<file path="config.mk">
export PLATFORM = sky130hd
export DESIGN_NAME = modular_exponentiation_core
export DESIGN_NICKNAME = d
export VERILOG_FILES = /design/src/design/mexp_pkg.sv /design/src/design/mexp_modred.sv /design/src/design/mexp_modmul.sv /design/src/design/modular_exponentiation_core.sv
export SDC_FILE = /design/constraint.sdc
export NUM_CORES = 1
export LEC_CHECK = 0
export BUFFER_PORTS_ARGS = -buffer_cell sky130_fd_sc_hd__buf_2
export CAP_MARGIN = 20
export CORE_ASPECT_RATIO = 1.2
export CORE_MARGIN = 2
export CORE_UTILIZATION = 60
export DETAILED_ROUTE_END_ITERATION = 10
export GPL_TIMING_DRIVEN = 0
export HOLD_SLACK_MARGIN = 0.06
export PLACE_DENSITY = 0.75
export SLEW_MARGIN = 10
export SYNTH_ARGS = -nofsm -noshare
export SYNTH_HDL_FRONTEND = slang
export SYNTH_SLANG_ARGS = --single-unit
</file>
<file path="constraint.sdc">
create_clock -name clk -period 9.42 [get_ports clk]
set_clock_uncertainty 0.05 [all_clocks]
set_input_delay 0.942 -clock clk [delete_from_list [all_inputs] [get_ports clk]]
set_output_delay 0.942 -clock clk [all_outputs]
set_load 0.005 [all_outputs]
</file>
<file path="src/design/mexp_pkg.sv">
// ----------------------------------------------------------------------------
// mexp_pkg
// Shared types and constants for the modular exponentiation core.
// ----------------------------------------------------------------------------
`default_nettype none

package mexp_pkg;

	// width of the operand and result ports
	localparam int unsigned FIELD_W = 32;

	// exponent sequencer states
	typedef enum logic [2:0] {
		ST_IDLE,
		ST_REDUCE,
		ST_LAUNCH,
		ST_MUL,
		ST_FINISH
	} mexp_state_t;

endpackage : mexp_pkg

`default_nettype wire

</file>
<file path="src/design/mexp_modred.sv">
// ----------------------------------------------------------------------------
// mexp_modred
// Bit-serial restoring reduction: rem = value mod m, one dividend bit a cycle.
// ----------------------------------------------------------------------------
`default_nettype none

module mexp_modred #(
	parameter int unsigned WIDTH = 32
) (
	input  wire logic             clk,
	input  wire logic             arst_n,
	input  wire logic             go,
	input  wire logic [WIDTH-1:0] value,
	input  wire logic [WIDTH-1:0] m,
	output logic                  fin,
	output logic [WIDTH-1:0]      rem
);

	localparam int unsigned CW = $clog2(WIDTH);

	logic             active_q;
	logic             fin_q;
	logic [CW-1:0]    cnt_q;
	logic [WIDTH-1:0] r_q;
	logic [WIDTH-1:0] v_q;
	logic [WIDTH-1:0] m_q;

	logic [WIDTH:0]   trial;
	logic [WIDTH:0]   diff;
	logic [WIDTH-1:0] r_next;

	// shift in the next dividend bit, subtract the modulus when it fits
	always_comb begin
		trial  = {r_q, v_q[WIDTH-1]};
		diff   = trial - {1'b0, m_q};
		r_next = diff[WIDTH] ? trial[WIDTH-1:0] : diff[WIDTH-1:0];
	end

	// control
	always_ff @(posedge clk or negedge arst_n) begin
		if (!arst_n) begin
			active_q <= 1'b0;
			fin_q    <= 1'b0;
			cnt_q    <= '0;
		end else begin
			fin_q <= 1'b0;
			if (go) begin
				active_q <= 1'b1;
				cnt_q    <= CW'(WIDTH - 1);
			end else if (active_q) begin
				if (cnt_q == '0) begin
					active_q <= 1'b0;
					fin_q    <= 1'b1;
				end else begin
					cnt_q <= cnt_q - 1'b1;
				end
			end
		end
	end

	// datapath
	always_ff @(posedge clk) begin
		if (go) begin
			r_q <= '0;
			v_q <= value;
			m_q <= m;
		end else if (active_q) begin
			r_q <= r_next;
			v_q <= {v_q[WIDTH-2:0], 1'b0};
		end
	end

	assign fin = fin_q;
	assign rem = r_q;

endmodule : mexp_modred

`default_nettype wire

</file>
<file path="src/design/mexp_modmul.sv">
// ----------------------------------------------------------------------------
// mexp_modmul
// Bit-serial interleaved modular multiplier: prod = x * y mod m, x and y
// below m. Scans y from its top bit; each bit takes a doubling step, then an add step.
// ----------------------------------------------------------------------------
`default_nettype none

module mexp_modmul #(
	parameter int unsigned WIDTH = 32
) (
	input  wire logic             clk,
	input  wire logic             arst_n,
	input  wire logic             go,
	input  wire logic [WIDTH-1:0] x,
	input  wire logic [WIDTH-1:0] y,
	input  wire logic [WIDTH-1:0] m,
	output logic                  fin,
	output logic [WIDTH-1:0]      prod
);

	localparam int unsigned CW = $clog2(WIDTH);

	logic             active_q;
	logic             add_ph_q;
	logic             fin_q;
	logic [CW-1:0]    cnt_q;
	logic [WIDTH-1:0] acc_q;
	logic [WIDTH-1:0] x_q;
	logic [WIDTH-1:0] y_q;
	logic [WIDTH-1:0] m_q;

	logic [WIDTH-1:0] addend;
	logic [WIDTH:0]   sum;
	logic [WIDTH:0]   diff;
	logic [WIDTH-1:0] acc_next;

	// shared modular adder: doubling in one phase, adding x in the other
	always_comb begin
		addend   = add_ph_q ? x_q : acc_q;
		sum      = {1'b0, acc_q} + {1'b0, addend};
		diff     = sum - {1'b0, m_q};
		acc_next = diff[WIDTH] ? sum[WIDTH-1:0] : diff[WIDTH-1:0];
	end

	// control
	always_ff @(posedge clk or negedge arst_n) begin
		if (!arst_n) begin
			active_q <= 1'b0;
			add_ph_q <= 1'b0;
			fin_q    <= 1'b0;
			cnt_q    <= '0;
		end else begin
			fin_q <= 1'b0;
			if (go) begin
				active_q <= 1'b1;
				add_ph_q <= 1'b0;
				cnt_q    <= CW'(WIDTH - 1);
			end else if (active_q) begin
				add_ph_q <= ~add_ph_q;
				if (add_ph_q) begin
					if (cnt_q == '0) begin
						active_q <= 1'b0;
						fin_q    <= 1'b1;
					end else begin
						cnt_q <= cnt_q - 1'b1;
					end
				end
			end
		end
	end

	// datapath
	always_ff @(posedge clk) begin
		if (go) begin
			acc_q <= '0;
			x_q   <= x;
			y_q   <= y;
			m_q   <= m;
		end else if (active_q) begin
			if (!add_ph_q) begin
				acc_q <= acc_next;
			end else begin
				if (y_q[WIDTH-1]) begin
					acc_q <= acc_next;
				end
				y_q <= {y_q[WIDTH-2:0], 1'b0};
			end
		end
	end

	assign fin  = fin_q;
	assign prod = acc_q;

endmodule : mexp_modmul

`default_nettype wire

</file>
<file path="src/design/modular_exponentiation_core.sv">
// ----------------------------------------------------------------------------
// modular_exponentiation_core
// Right-to-left square-and-multiply: base ** exponent mod modulus.
// ----------------------------------------------------------------------------
// Channel   Ports                                            Handshake
// command   base_value, exponent_value, modulus_value        start & !busy
// result    power_result                                     done (1 cycle)
//
// The base is first reduced by a bit-serial divider. For each exponent bit,
// the square and the conditional multiply then run side by side on two
// bit-serial modular multipliers. Scanning stops after the highest set
// exponent bit. Exponent zero or modulus zero skip the arithmetic and go
// straight to the finish state. Reset clears the sequencer; busy stays
// high until done has been shown.
// ----------------------------------------------------------------------------
`default_nettype none

module modular_exponentiation_core
	import mexp_pkg::*;
#(
	parameter int unsigned WIDTH = 32
) (
	input  wire logic               clk,
	input  wire logic               arst_n,
	input  wire logic               start,
	output logic                    busy,
	input  wire logic [FIELD_W-1:0] base_value,
	input  wire logic [FIELD_W-1:0] exponent_value,
	input  wire logic [FIELD_W-1:0] modulus_value,
	output logic                    done,
	output logic [FIELD_W-1:0]      power_result
);

	mexp_state_t state_q;
	mexp_state_t state_d;

	logic [WIDTH-1:0] base_w;
	logic [WIDTH-1:0] expo_w;
	logic [WIDTH-1:0] mod_w;

	logic [WIDTH-1:0] acc_q;
	logic [WIDTH-1:0] base_q;
	logic [WIDTH-1:0] exp_q;
	logic [WIDTH-1:0] mod_q;

	logic             red_go;
	logic             red_fin;
	logic [WIDTH-1:0] red_rem;
	logic             mul_go;
	logic             sq_fin;
	logic [WIDTH-1:0] sq_prod;
	logic             am_fin;
	logic [WIDTH-1:0] am_prod;
	logic             accept;
	logic             trivial;

	// fit the port words to the operand width
	generate
		if (WIDTH > FIELD_W) begin : g_wide
			assign base_w       = {{(WIDTH-FIELD_W){1'b0}}, base_value};
			assign expo_w       = {{(WIDTH-FIELD_W){1'b0}}, exponent_value};
			assign mod_w        = {{(WIDTH-FIELD_W){1'b0}}, modulus_value};
			assign power_result = acc_q[FIELD_W-1:0];
		end else if (WIDTH == FIELD_W) begin : g_same
			assign base_w       = base_value;
			assign expo_w       = exponent_value;
			assign mod_w        = modulus_value;
			assign power_result = acc_q;
		end else begin : g_narrow
			assign base_w       = base_value[WIDTH-1:0];
			assign expo_w       = exponent_value[WIDTH-1:0];
			assign mod_w        = modulus_value[WIDTH-1:0];
			assign power_result = {{(FIELD_W-WIDTH){1'b0}}, acc_q};
		end
	endgenerate

	assign accept  = start && (state_q == ST_IDLE);
	// zero exponent or zero modulus needs no arithmetic
	assign trivial = (expo_w == '0) || (mod_w == '0);

	// next state
	always_comb begin
		state_d = state_q;
		case (state_q)
			ST_IDLE: begin
				if (start) begin
					state_d = trivial ? ST_FINISH : ST_REDUCE;
				end
			end
			ST_REDUCE: begin
				if (red_fin) begin
					state_d = ST_LAUNCH;
				end
			end
			ST_LAUNCH: begin
				state_d = (exp_q == '0) ? ST_FINISH : ST_MUL;
			end
			ST_MUL: begin
				if (sq_fin) begin
					state_d = ST_LAUNCH;
				end
			end
			ST_FINISH: begin
				state_d = ST_IDLE;
			end
			default: begin
				state_d = ST_IDLE;
			end
		endcase
	end

	// outputs
	always_comb begin
		busy   = 1'b1;
		done   = 1'b0;
		red_go = 1'b0;
		mul_go = 1'b0;
		case (state_q)
			ST_IDLE: begin
				busy   = 1'b0;
				red_go = start && !trivial;
			end
			ST_REDUCE: begin
			end
			ST_LAUNCH: begin
				mul_go = (exp_q != '0);
			end
			ST_MUL: begin
			end
			ST_FINISH: begin
				done = 1'b1;
			end
			default: begin
			end
		endcase
	end

	always_ff @(posedge clk or negedge arst_n) begin
		if (!arst_n) begin
			state_q <= ST_IDLE;
		end else begin
			state_q <= state_d;
		end
	end

	// accumulator, running base and exponent shift register
	always_ff @(posedge clk) begin
		if (accept) begin
			exp_q <= expo_w;
			mod_q <= mod_w;
			if (expo_w == '0) begin
				acc_q <= WIDTH'(1);
			end else if (mod_w == '0) begin
				acc_q <= '0;
			end else if (mod_w == WIDTH'(1)) begin
				acc_q <= '0;
			end else begin
				acc_q <= WIDTH'(1);
			end
		end else if ((state_q == ST_REDUCE) && red_fin) begin
			base_q <= red_rem;
		end else if ((state_q == ST_MUL) && sq_fin) begin
			base_q <= sq_prod;
			if (exp_q[0] && am_fin) begin
				acc_q <= am_prod;
			end
			exp_q <= {1'b0, exp_q[WIDTH-1:1]};
		end
	end

	// base mod modulus
	mexp_modred #(
		.WIDTH(WIDTH)
	) u_red (
		.clk   (clk),
		.arst_n(arst_n),
		.go    (red_go),
		.value (base_w),
		.m     (mod_w),
		.fin   (red_fin),
		.rem   (red_rem)
	);

	// base squared
	mexp_modmul #(
		.WIDTH(WIDTH)
	) u_sq (
		.clk   (clk),
		.arst_n(arst_n),
		.go    (mul_go),
		.x     (base_q),
		.y     (base_q),
		.m     (mod_q),
		.fin   (sq_fin),
		.prod  (sq_prod)
	);

	// accumulator times base
	mexp_modmul #(
		.WIDTH(WIDTH)
	) u_am (
		.clk   (clk),
		.arst_n(arst_n),
		.go    (mul_go),
		.x     (base_q),
		.y     (acc_q),
		.m     (mod_q),
		.fin   (am_fin),
		.prod  (am_prod)
	);

endmodule : modular_exponentiation_core

`default_nettype wire

</file>
==> results of run 1 <==
[synth_stat cells, types with 7 or more instances]
library cell  count  share of area
o31ai_1          10         0.0029
dfxtp_1          96          0.073
nor3_1           33         0.0063
a21oi_1         243          0.046
nand3_1          41         0.0078
mux2i_1          61          0.023
o21a_1           22         0.0063
nand2b_1         11         0.0026
edfxtp_1        320           0.37
a21o_1           82          0.023
mux2_2          129          0.055
xor2_1           65          0.022
or2_2             7         0.0017
nand4_1          28         0.0067
o21ai_1           8         0.0015
o21bai_1         20         0.0057
nor2b_1          42          0.010
dfrtp_1          26          0.025
clkbuf_1         84          0.012
inv_1           113          0.016
a31oi_1          16         0.0038
a211oi_1         19         0.0054
o21ai_0         160          0.030
xnor2_1          94          0.031
ha_1            166          0.079
o211ai_1         22         0.0063
nor4_1           30         0.0071
nand2_1         418          0.060
and3_1           21         0.0050
nor2_1           98          0.014
and2_1           10         0.0024
or3_1             9         0.0021
buf_1             8         0.0011
[cell type report]
type / count / share of cell area
Antenna cell: 1 / 0.0000857
Buffer: 105 / 0.0153
Clock buffer: 50 / 0.0388
Clock inverter: 31 / 0.00977
Inverter: 115 / 0.0148
Multi-Input combinational cell: 1959 / 0.454
Sequential cell: 442 / 0.417
Tap cell: 559 / 0.0240
Timing Repair Buffer: 139 / 0.0259
[critical path, cell delays in order (launching register included)]
cell      delay (ns)
dfrtp_1         0.32
clkbuf_1        0.67
clkbuf_1        0.48
mux2_2          0.40
ha_1            0.35
o21ai_0         0.13
o21ai_0         0.30
a211o_1         0.25
nand4_1         0.19
o31ai_1         0.52
a211o_1         0.23
a31oi_1         0.11
xnor2_1         0.20
ha_1            0.30
clkbuf_1        0.29
a211oi_1        0.17
o21a_1          0.22
o41ai_1         0.63
nor3_1          0.14
o21ai_0         0.18
o21ai_1         0.15
xor2_1          0.69
buf_2           0.39
nor2_1          0.09
a21oi_1         0.16
o21ai_0         0.11
[worst max-delay path by stage]
| stage | startpoint | end | slack (ns) | cells past startpoint |
|---|---|---|---|---|
| after CTS | u_am.add_ph_q | u_am.prod[2] | 1.65 | 25 |
| after detailed placement | u_am.add_ph_q | u_am.prod[29] | 1.69 | 24 |
| final | u_am.add_ph_q | u_am.prod[2] | 1.56 | 25 |
| after global routing | u_am.add_ph_q | u_am.prod[3] | 1.26 | 25 |
| after global placement | u_am.add_ph_q | u_am.prod[29] | 1.76 | 24 |
| after floorplan | u_am.add_ph_q | u_am.prod[10] | 3.87 | 24 |
[stage by stage]
stage / setup slack, ns / std cells / hold WS [ns]
after detailed placement: 1.69 / 3319 / 0.355
after CTS: 1.65 / 3400 / 0.325
final: 1.56 / 3401 / 0.331
after global placement: 1.76 / 3312 / 0.350
after floorplan: 3.87 / 2621 / 0.350
after global routing: 1.26 / 3400 / 0.357
[kinds of logic (layout without fill, tap and decap cells)]
group / count (synthesis) / count (layout) / synth area share
simple gates: 762 / 762 / 0.130
compound gates: 675 / 675 / 0.158
fa+ha+maj: 171 / 171 / 0.0828
mux: 190 / 190 / 0.0785
flops: 442 / 442 / 0.463
buf+inv: 220 / 440 / 0.0331
xor+xnor: 161 / 161 / 0.0542
other cells: 0 / 1 / 0
[routing by layer]
layer	up-vias	global-route usage	wire (um)
met4	0	0.112	2530
met3	123	0.0370	3620
met2	586	0.538	34200
li1	9920	-	-
met1	9553	0.389	29200
met5	-	0	0
==> metrics.md, run 1 <==
| Metric | Value |
|---|---|
| Rows | `84` |
| Number of synthesized flops with an enable pin | `320` |
| Max cap viols | `0` |
| Area occupied by multi-input gates | `13300 sq um` |
| Die Height | `233 um` |
| Post-CTS setup buffer count | `0` |
| Total routed wirelength | `69.5 mm` |
| Setup_tns | `0 ns` |
| FF+latch area | `12200 sq um` |
| RSZ-0062 raised after global routing | `false` |
| Buffers on Ports | `132` |
| Remaining antenna violation count | `0` |
| Width of the die | `195 um` |
| Crit-path max FO | `10` |
| Placed Area | `27800 sq um` |
| Synthesized cell area | `26300 sq um` |
| GRT overflow | `0` |
| Worst Tran Pin Value | `1.09 ns` |
| Reg2reg start | `u_am.add_ph_q` |
| Clk slew on worst S/H paths | `0.06 ns` |
| Internal reg-to-reg setup slack | `1.56 ns` |
| Warnings from Yosys | `0` |
| Most common cell after layout, fill and taps aside | `nand2_1` |
| Drt first pass iters | `5` |
| Distinct cells, synth | `80` |
| Final Setup Violations | `0` |
| CP arrival | `8.26 ns` |
| Hold_buf cts | `0` |
| Largest net degree at the start of global routing | `39` |
| Slew HR | `0.272` |
| Min Clock Period, post-route | `7.86 ns` |
| Design area | `29200 sq um` |
| Data required time of the worst path | `9.82 ns` |
| DR vias | `20182` |
| Vias in the first global route | `19840` |
| Total track usage | `0.306` |
| Post-cts resize count | `0` |
| Top_reg_cell synth | `edfxtp_1` |
| Nets | `3076` |
| Endpoint type of the worst setup path | `flop` |
| CTS Sinks | `442` |
| Most frequent cells in the layout | `nand2_1 (417), edfxtp_1 (320), a21oi_1 (243)` |
| Share of cells above drive strength 1 | `0.137` |
| H-tree depth | `2` |
| Fillers | `3502` |
| P&R area growth vs syn | `11.1%` |
| Register area share after synthesis | `0.463` |
| Final Hold Viols | `0` |
| Synthesized instance count | `2621` |
| Boundary Pins | `133` |
| Layout Utilization | `0.671` |
| Async S/R FF share, synth | `0.0588` |
| Post-synthesis area per instance | `10.0 sq um` |
| Starting Density | `0.604` |
| CTS tree | `done` |
| Synth Register Bits | `442` |
| Avg Vias per Cell | `5.93` |
| Syn Nets | `2891` |
| Antenna violations before repair | `1` |
| CTS Buf Count | `44` |
| CP Launch Type | `flop` |
| Fin crit share | `0.834` |
| FF-to-FF path depth | `25` |
| DRC errors left | `0` |
| Fin. max-slew vios | `0` |
| Clk Latency, worst-skew pair | `0.58 ns` |
| Setup CP Type | `flop to flop` |
| Root Buffer | `clkbuf_16` |
| RD Place Congestion | `0.955` |
| HP Class | `input port to asynchronous set/reset pin` |
| Clk buf depth | `3` |
| WL/cell | `20.4 um` |
| Status | `finished, final reports clean` |
| Hpwl dp | `55.3 mm` |
| Iteration-0 DRC Markers | `1209` |
| Die footprint | `45500 sq um` |
| Worst reg2reg path endpoint | `u_am.prod[2]` |
| Core footprint | `43500 sq um` |
| Global-route wire length before repair | `107 mm` |
| Fmax | `127 MHz` |
Power of run 1 is left out: the tool's default activity adds up to more than one toggle a clock period on the data nets, which glitch-free logic cannot reach.
==> inputs of run 2 (changes only) <==
--- a/config.mk
+++ b/config.mk
@@ -9,11 +9,11 @@
 export CAP_MARGIN = 20
 export CORE_ASPECT_RATIO = 1.2
 export CORE_MARGIN = 2
-export CORE_UTILIZATION = 60
+export CORE_UTILIZATION = 56
 export DETAILED_ROUTE_END_ITERATION = 10
 export GPL_TIMING_DRIVEN = 0
 export HOLD_SLACK_MARGIN = 0.06
-export PLACE_DENSITY = 0.75
+export PLACE_DENSITY = 0.74
 export SLEW_MARGIN = 10
 export SYNTH_ARGS = -nofsm -noshare
 export SYNTH_HDL_FRONTEND = slang
==> constraint.sdc (replaced) <==
create_clock -name clk -period 7.2 [get_ports clk]
set_clock_uncertainty 0.05 [all_clocks]
set_input_delay 0.72 -clock clk [delete_from_list [all_inputs] [get_ports clk]]
set_output_delay 0.72 -clock clk [all_outputs]
set_load 0.005 [all_outputs]
==> metrics.md, run 2 (same netlist as run 1, synthesis figures left out) <==
| Metric | Value |
|---|---|
| Status | `finished, final reports clean` |
| Setup CP Type | `flop to flop` |
| Data required time of the worst path | `7.63 ns (-2.19 ns)` |
| HP Class | `input port to asynchronous set/reset pin` |
| Hpwl dp | `53.8 mm (-2.7%)` |
| Total track usage | `0.278 (-0.0278)` |
| Most frequent cells in the layout | `nand2_1 (417), edfxtp_1 (320), a21oi_1 (243)` |
| Fin crit share | `0.947 (+0.112)` |
| DRC errors left | `0 (unchanged)` |
| Buffers on Ports | `132 (unchanged)` |
| Endpoint type of the worst setup path | `flop` |
| Most common cell after layout, fill and taps aside | `nand2_1` |
| Cell mode on critical path | `o21ai_0` |
| Crit-path cells | `clkbuf_2 > mux2_2 > ha_1 > o21ai_0 > o21ai_0 > a211o_1 > nand4_1 > o31ai_2 > a211o_1 > a31oi_1 > xnor2_1 > ha_1 > clkbuf_1 > a211oi_1 > o21a_1 > o41ai_1 > nor3_1 > o21ai_0 > o21ai_1 > xor2_2 > buf_2 > nor2_1 > a21o_1` |
| Share of cells above drive strength 1 | `0.142 (+0.00538)` |
| Global-route wire length before repair | `105 mm (-1.7%)` |
| Slowest cell on crit path | `o41ai_1` |
| Post-CTS setup buffer count | `0 (unchanged)` |
| Starting Density | `0.569 (-0.0347)` |
| Avg Vias per Cell | `5.88 (-0.84%)` |
| Die footprint | `48700 sq um (+7.0%)` |
| Total routed wirelength | `68.3 mm (-1.7%)` |
| GR met1 Demand/Resource | `0.349 (-0.0399)` |
| RD Place Congestion | `0.927 (-2.9%)` |
| Nets | `3078 (+0.065%)` |
| CTS Sinks | `442 (unchanged)` |
| Fillers | `3775 (+7.8%)` |
| Root Buffer | `clkbuf_16` |
| Clk buf depth | `3 (unchanged)` |
| Iteration-0 DRC Markers | `1366 (+13%)` |
| CTS tree | `done` |
| Max cap viols | `0 (unchanged)` |
| Width of the die | `202 um (+3.4%)` |
| FF+latch area | `12200 sq um (about the same)` |
| Antenna violations before repair | `1 (unchanged)` |
| Largest net degree at the start of global routing | `39 (unchanged)` |
| Core footprint | `46200 sq um (+6.1%)` |
| Crit-path max FO | `10 (unchanged)` |
| Remaining antenna violation count | `0 (unchanged)` |
| CP Launch Type | `flop` |
| Reg2reg start | `u_am.add_ph_q` |
| Top Usage Layer GRT | `met2` |
| GRT overflow | `0 (unchanged)` |
| Worst reg2reg path endpoint | `u_am.prod[29]` |
| Boundary Pins | `133 (unchanged)` |
| Setup_tns | `0 ns (unchanged)` |
| Slew HR | `0.289 (+0.0176)` |
| FF-to-FF path depth | `23 (-8.0%)` |
| CP Buf/Inv Count | `3 (-1)` |
| Drt first pass iters | `6 (+1)` |
| Met3 global-route usage | `0.0383 (+0.00138)` |
| Clk Latency, worst-skew pair | `0.59 ns (about the same)` |
| Hold_buf cts | `0 (unchanged)` |
| DR vias | `20372 (+0.94%)` |
| Final Setup Violations | `0 (unchanged)` |
| Min Clock Period, post-route | `6.82 ns (-1.04 ns)` |
| WL/cell | `19.7 um (-3.5%)` |
| Final Hold Viols | `0 (unchanged)` |
| Area occupied by multi-input gates | `13300 sq um (about the same)` |
| Rows | `86 (+2.4%)` |
| CP arrival | `7.25 ns (-1.01 ns)` |
| Crit-path max cell delay | `0.61 ns (-0.08 ns)` |
| GR met2 Demand/Resource | `0.478 (-0.0597)` |
| P&R area growth vs syn | `12.1%` |
| Antenna diodes | `0 (-1)` |
| CTS Buf Count | `47 (+6.8%)` |
| RSZ-0062 raised after global routing | `false` |
| H-tree depth | `2 (unchanged)` |
| Worst Tran Pin Value | `1.06 ns (-0.0262 ns)` |
| Clk slew on worst S/H paths | `0.06 ns (about the same)` |
| Die Height | `241 um (+3.4%)` |
| Family with the most delay on the worst path | `compound AO/OA/AOI/OAI gates` |
| Vias in the first global route | `19907 (+0.34%)` |
| Fin. max-slew vios | `0 (unchanged)` |
| Internal reg-to-reg setup slack | `0.38 ns (-1.18 ns)` |
| Fmax | `147 MHz (+15%)` |
run 2: cell types whose count changed in the layout (fill, tap and decap cells not counted), moves of 3 or more:
cell,before,now
clkbuf_1,88,84
clkinv_1,7,4
clkbuf_8,1,6
clkbuf_16,44,50
inv_6,4,0
run 2: through the flow:
stage / cells / utilization / instance area [sq um] / worst slack, ns / hold slack, ns
after floorplan: 2621 / - / 26300 / 1.65 / 0.350
after global placement: 3369 / 0.601 / 27700 / -0.397 / 0.354
after detailed placement: 3377 / 0.604 / 27900 / -0.375 / 0.355
after CTS: 3462 / 0.638 / 29500 / 0.0130 / 0.0811
after global routing: 3462 / 0.638 / 29500 / 0.0763 / 0.122
final: 3462 / 0.638 / 29500 / 0.384 / 0.0855
run 2: repair_timing:
item | in CTS | in global routing
cloned | 0 | 0
resized for setup | 1 | 7
setup endpoints to repair | 38 | 64
run 2: how the worst max path moves through the flow:
stage                       start       endpoint  slack (ns)  depth (start not counted)
floorplan           u_am.add_ph_q  u_am.prod[10]        1.65                         24
global placement    u_am.add_ph_q  u_am.prod[29]       -0.40                         24
detailed placement  u_am.add_ph_q  u_am.prod[29]       -0.37                         24
CTS                 u_am.add_ph_q  u_am.prod[29]        0.01                         23
global route        u_am.add_ph_q   u_am.prod[8]        0.08                         24
finish              u_am.add_ph_q  u_am.prod[29]        0.38                         23
run 2: routing by layer:
metal | up-vias | wire, um
li1 | 9969 | -
met1 | 9636 | 28800
met2 | 607 | 32600
met3 | 158 | 3530
met4 | 2 | 3420
met5 | - | 13
run 2: final cells by class:
| class | instances | share of cell area |
|---|---|---|
| Sequential cell | 442 | 0.413 |
| Multi-Input combinational cell | 1959 | 0.450 |
| Buffer | 103 | 0.0149 |
| Clock buffer | 61 | 0.0459 |
| Inverter | 115 | 0.0146 |
| Timing Repair Buffer | 140 | 0.0263 |
| Tap cell | 616 | 0.0262 |
| Clock inverter | 26 | 0.00832 |
run 2: worst reg2reg max path: stages, from the launching register on:
cell and delay, ns:
dfrtp_2 0.56, clkbuf_2 0.33, mux2_2 0.37, ha_1 0.35
o21ai_0 0.15, o21ai_0 0.29, a211o_1 0.25, nand4_1 0.20
o31ai_2 0.39, a211o_1 0.21, a31oi_1 0.10, xnor2_1 0.19
ha_1 0.29, clkbuf_1 0.29, a211oi_1 0.16, o21a_1 0.21
o41ai_1 0.61, nor3_1 0.12, o21ai_0 0.16, o21ai_1 0.17
xor2_2 0.47, buf_2 0.37, nor2_1 0.18, a21o_1 0.21
Power of run 2 is left out for the same reason.
